==> src/rtl/vtei_pkg.sv <==
// ----------------------------------------------------------------------------
// Vertex table package
// Shared widths, payload structs and the command and status groups that
// pass between the vertex table controller and its datapath.
// ----------------------------------------------------------------------------
package vtei_pkg;

   // Table geometry and field widths.
   localparam int TABLE_DEPTH = 4096;
   localparam int SLOT_W      = $clog2(TABLE_DEPTH);
   localparam int SIZE_W      = SLOT_W + 1;
   localparam int NAME_W      = 32;
   localparam int DEG_W       = 16;

   localparam logic [SIZE_W-1:0] SIZE_MAX = SIZE_W'(TABLE_DEPTH);
   localparam logic [DEG_W-1:0]  DEG_MAX  = '1;

   // The remainder unit retires two dividend bits per cycle.
   localparam int DIV_STEPS = NAME_W / 2;
   localparam int DIV_CNT_W = $clog2(DIV_STEPS);

   // One edge as it arrives on the request channel.
   typedef struct packed {
      logic [NAME_W-1:0] vertex_a;
      logic [NAME_W-1:0] vertex_b;
   } req_type;

   // One result as it leaves on the response channel.
   typedef struct packed {
      logic [SLOT_W-1:0] slot_a;
      logic [SLOT_W-1:0] slot_b;
      logic [DEG_W-1:0]  degree_a;
      logic [DEG_W-1:0]  degree_b;
      logic [DEG_W-1:0]  max_degree;
      logic              table_full;
   } rsp_type;

   // Commands from the controller to the datapath.
   typedef struct packed {
      logic clear_wr;    // clear one table entry and advance the sweep
      logic load_req;    // capture the edge and start both remainders
      logic start_a;     // begin probing at the home slot of vertex_a
      logic start_b;     // begin probing at the home slot of vertex_b
      logic eval;        // evaluate the table word read for this probe
      logic sel_b;       // the probe in progress belongs to vertex_b
      logic probe_next;  // step to the next slot with wraparound
      logic bump;        // compute the new degrees and the peak
      logic write_a;     // write back the entry of vertex_a
      logic write_b;     // write back the entry of vertex_b
      logic undo;        // release a slot taken for vertex_a
      logic out_load;    // load the response register
      logic out_fail;    // the response reports a full table
   } cmd_type;

   // Status from the datapath to the controller.
   typedef struct packed {
      logic clear_last;  // the clearing sweep is at its last entry
      logic div_done;    // both home slots are known
      logic hit;         // the slot read holds the name or is free
      logic probe_last;  // this probe is the last the table size allows
      logic out_free;    // the response register can take a new result
   } stat_type;

endpackage

==> src/rtl/vtei_ctrl.sv <==
// ----------------------------------------------------------------------------
// Vertex table controller
// Sequences the clearing sweep, the two probes of each edge, the degree
// write-back or the undo of a failed edge, and the response transfer.
// ----------------------------------------------------------------------------
module vtei_ctrl (
   input  logic               clock,
   input  logic               reset,
   input  logic               req_valid,
   output logic               req_stall,
   input  vtei_pkg::stat_type stat,
   output vtei_pkg::cmd_type  cmd
);
   import vtei_pkg::*;

   typedef enum logic [3:0] {
      ST_CLEAR,
      ST_IDLE,
      ST_DIV,
      ST_READ,
      ST_EVAL,
      ST_BUMP,
      ST_WRITE_A,
      ST_WRITE_B,
      ST_FAIL,
      ST_FINISH
   } state_type;

   state_type state_ff, state_in;
   logic      sel_b_ff, sel_b_in;
   logic      fail_ff, fail_in;

   // Next state and the commands of the current cycle.
   always_comb begin
      state_in = state_ff;
      sel_b_in = sel_b_ff;
      fail_in  = fail_ff;
      cmd      = '0;
      cmd.sel_b    = sel_b_ff;
      cmd.out_fail = fail_ff;
      unique case (state_ff)
         ST_CLEAR: begin
            cmd.clear_wr = 1'b1;
            if (stat.clear_last) begin
               state_in = ST_IDLE;
            end
         end
         ST_IDLE: begin
            if (req_valid) begin
               cmd.load_req = 1'b1;
               state_in     = ST_DIV;
            end
         end
         ST_DIV: begin
            if (stat.div_done) begin
               cmd.start_a = 1'b1;
               sel_b_in    = 1'b0;
               state_in    = ST_READ;
            end
         end
         ST_READ: begin
            state_in = ST_EVAL;
         end
         ST_EVAL: begin
            cmd.eval = 1'b1;
            if (stat.hit) begin
               if (sel_b_ff) begin
                  state_in = ST_BUMP;
               end else begin
                  cmd.start_b = 1'b1;
                  sel_b_in    = 1'b1;
                  state_in    = ST_READ;
               end
            end else if (stat.probe_last) begin
               state_in = ST_FAIL;
            end else begin
               cmd.probe_next = 1'b1;
               state_in       = ST_READ;
            end
         end
         ST_BUMP: begin
            cmd.bump = 1'b1;
            state_in = ST_WRITE_A;
         end
         ST_WRITE_A: begin
            cmd.write_a = 1'b1;
            state_in    = ST_WRITE_B;
         end
         ST_WRITE_B: begin
            cmd.write_b = 1'b1;
            fail_in     = 1'b0;
            state_in    = ST_FINISH;
         end
         ST_FAIL: begin
            cmd.undo = 1'b1;
            fail_in  = 1'b1;
            state_in = ST_FINISH;
         end
         ST_FINISH: begin
            if (stat.out_free) begin
               cmd.out_load = 1'b1;
               state_in     = ST_IDLE;
            end
         end
         default: begin
            state_in = ST_IDLE;
         end
      endcase
   end

   always_ff @(posedge clock) begin
      if (reset) begin
         state_ff <= ST_CLEAR;
         sel_b_ff <= 1'b0;
         fail_ff  <= 1'b0;
      end else begin
         state_ff <= state_in;
         sel_b_ff <= sel_b_in;
         fail_ff  <= fail_in;
      end
   end

   assign req_stall = (state_ff != ST_IDLE);

endmodule

==> config.mk <==
export PLATFORM = sky130hd
export DESIGN_NAME = vtei_ctrl
export DESIGN_NICKNAME = d
export VERILOG_FILES = /design/src/rtl/vtei_pkg.sv /design/src/rtl/vtei_ctrl.sv
export SDC_FILE = /design/constraint.sdc
export NUM_CORES = 1
export LEC_CHECK = 0
export ABC_AREA = 1
export BUFFER_PORTS_ARGS = -buffer_cell sky130_fd_sc_hd__buf_2
export CAP_MARGIN = 25
export CORE_AREA = 2 2 39 41
export CTS_CLUSTER_SIZE = 8
export DETAILED_ROUTE_END_ITERATION = 12
export DIE_AREA = 0 0 41 43
export PLACE_DENSITY = 0.66
export SLEW_MARGIN = 20
export SYNTH_ARGS = -nofsm -noshare
export SYNTH_HDL_FRONTEND = slang
export SYNTH_SLANG_ARGS = --single-unit
==> constraint.sdc <==
create_clock -name clock -period 3.35 [get_ports clock]
set_input_delay 0.1675 -clock clock [delete_from_list [all_inputs] [get_ports clock]]
set_output_delay 0.1675 -clock clock [all_outputs]
set_load 0.005 [all_outputs]
==> results_dict.tcl <==
set metrics [dict create \
    regArea_um2 120 \
    detail-route-antenna-nets 0 \
    rsz0062_at_grt "false" \
    route.vias.total 577 \
    cts_num_sinks 6 \
    report.final.slew_viol_count 0 \
    powerDensity_nw_per_um2 634 \
    initial_core_util_pct 36.1 \
    post-dp-hpwl_um 1010 \
    number_of_global_route_vias_before_repair 493 \
    worstRegToRegCells 7 \
    synthesis.nets 92 \
    worst_setup_path_start_kind "register" \
    die_area_um2 1760 \
    fin_skew_ns 0.00505 \
    worst_r2r_endpoint "state_ff[0]" \
    multi_input_comb_area_um2 282 \
    cts_inserted_buffers 3 \
    yosysWarningCount 0 \
    fill_cells 158 \
    coreArea_um2 1380 \
    cap_viol_max_count 0 \
    leakage_component_of_the_power_nw 0.372 \
    total_power_mw 0.391 \
    grt.overflow.total 0 \
    worstMarginPinSlew_ns 0.300 \
    setup.worst_path.end_class "primary output" \
    hold-path-endpoint "state_ff[1]" \
    detail_route.drc_violations 0 \
    placement.io_buffers 21 \
    timing_hold_violations_final 0 \
    timing.rr.start "state_ff[3]" \
    synth_edf_count 0 \
    crit_arrival_ns 1.30 \
    routed_wl_um 1240 \
    drt_first_iter_violations 7 \
    synthCells 84 \
    die_w_um 41 \
    yosys.cell_count.top_type "nand2_1" \
    start_point_of_the_worst_min_delay_path "reset" \
    rrSetupSlack_ns 2.13 \
    critical_path.max_fanout 6 \
    die_height_um 43 \
    synth_top_cells_by_area "dfxtp_1 24%, nand2_1 15%, inv_1 11%" \
    n_antenna_cell 0 \
    syn_avg_cell_area_um2 5.94 \
    postCtsSetupBuffers 0 \
    detailed_routing_iteration_count_for_the_pre_antenna_repair_pass 4 \
    largest_net_degree_at_the_start_of_global_routing 8 \
    area_growth_pct 23.6 \
    worst_slew_margin_rel_pct 80.0 \
    setup-tns-final_ns 0 \
    io-pin-count 22 \
    run_status "completed" \
    synth_sequential_area_ratio_pct 24.1 \
    cts_resized 0 \
    grt_antenna_before_repair 0 \
    clk-insertion-delay-late_ns 0.25 \
    cts_max_level 1 \
    drive_above_1_share_pct 36.5 \
    critPathRequiredTime_ns 3.18 \
    clock-root-buffer "clkbuf_4" \
    finalCriticalPeriod_ns 1.47 \
    globalRouteTotalUtil_pct 17.4 \
    synth-main-ff-cell "dfxtp_1" \
    max-vdd-ir-drop_mv 0.323 \
    yosysUniqueCellTypes 17 \
    async_reset_ff_share_pct 0 \
    clk_pin_slew_worst_paths_ns 0.05 \
    ys_top_cells_by_count "20 x nand2_1, 15 x inv_1, 8 x nor2_1" \
    route.detailed.vias_per_inst 4.81 \
    cts-hold-fix-buffers 0 \
    wire_length_of_the_first_global_routing_pass_um 2030 \
    synth.cell_area_um2 499 \
    routedWlPerCell_um 10.3 \
    cts_buffer_depth 2 \
    crit_type "register to primary output" \
    cts_tree "done" \
    synth_top_area_cell "dfxtp_1" \
    placement_rows 14 \
    globalplace.congestion 0.905 \
    final_net_count 114 \
    synth_top_area_share_pct 24.1 \
    synth.ff_latch_count 6 \
    final-setup-viol-count 0 \
    hold_depth 2 \
    fmax_ghz 0.681 \
    hold_path.class "input pin to register" \
    min_period_over_period_pct 43.8 \
]
metrics by stage:
stage | utilization [%] | std cells | area (um2) | setup slack [ns] | hold WS (ns)
6_report | 44.6 | 120 | 617 | 1.88 | 0.130
4_1_cts | 44.6 | 120 | 617 | 1.86 | 0.123
2_1_floorplan | - | 84 | 499 | 2.28 | 0.230
3_3_place_gp | 42.9 | 117 | 594 | 2.15 | 0.392
5_1_grt | 44.6 | 120 | 617 | 1.74 | 0.120
3_5_place_dp | 42.9 | 117 | 594 | 2.15 | 0.402
worst max-delay path, stage by stage (launching register included):
cell and delay (ns):
dfxtp_1 0.36, nor2_2 0.18, inv_2 0.10, nor2_4 0.13, nand2_1 0.09, nor2_1 0.08, buf_2 0.11
logic make-up after synthesis:
family                 count (synthesis)  share of synthesized area [%]
AO/OA/AOI/OAI                          6                           6.77
flip-flops                             6                           24.1
buffers and inverters                 22                           19.5
AND/OR/NAND/NOR                       50                           49.6
placed cells by master (no fill, tap or decap):
cell type / count
nor2_2: 5
nand2_2: 1
dfxtp_1: 6
nand2_1: 20
nand3_1: 7
o21ai_0: 3
nor3_1: 2
nand3_2: 3
nand4_1: 2
a21oi_1: 2
nor2_4: 1
nor4_1: 1
inv_2: 3
buf_2: 21
a21oi_2: 1
nor2_1: 8
clkbuf_4: 3
inv_1: 15
area by class of cell:
type                       instances  share of cell area (%)
multi-input combinational         56                    45.6
sequential                         6                    19.5
timing repair buffer              21                    17.0
inverter                          18                    11.0
clock buffer                       3                    3.65
tap                               16                    3.25
report_power, final:
| part | leakage [nW] | switching, mW | internal [mW] |
|---|---|---|---|
| logic | 0.309 | 0.137 | 0.0750 |
| registers | 0.0488 | 0.0224 | 0.0863 |
| clock network | 0.0138 | 0.0294 | 0.0407 |
| total | 0.372 | 0.189 | 0.202 |
flip-flops by register name, summed over array words and instances, names as in the netlist:
signal and count:
state_ff 4, fail_ff 1, sel_b_ff 1
worst max-delay path by stage:
stage                startpoint          end  slack, ns  depth (start not counted)
global route        state_ff[0]       cmd[9]       1.74                          6
finish              state_ff[0]       cmd[9]       1.88                          6
CTS                 state_ff[0]       cmd[9]       1.86                          6
floorplan           state_ff[3]  state_ff[0]       2.28                          7
detailed placement  state_ff[0]       cmd[9]       2.15                          6
global placement    state_ff[0]       cmd[9]       2.15                          6
metal layers:
| layer | track usage [%] | share of wire (%) | vias to the layer above |
|---|---|---|---|
| li1 | - | - | 297 |
| met1 | 21.8 | 42 | 250 |
| met2 | 24.7 | 49 | 25 |
| met3 | 6.28 | 6.7 | 5 |
| met4 | 10.0 | 2.5 | 0 |
| met5 | 0 | 0 | - |
Note: power is estimated with default switching activity, not from simulation.
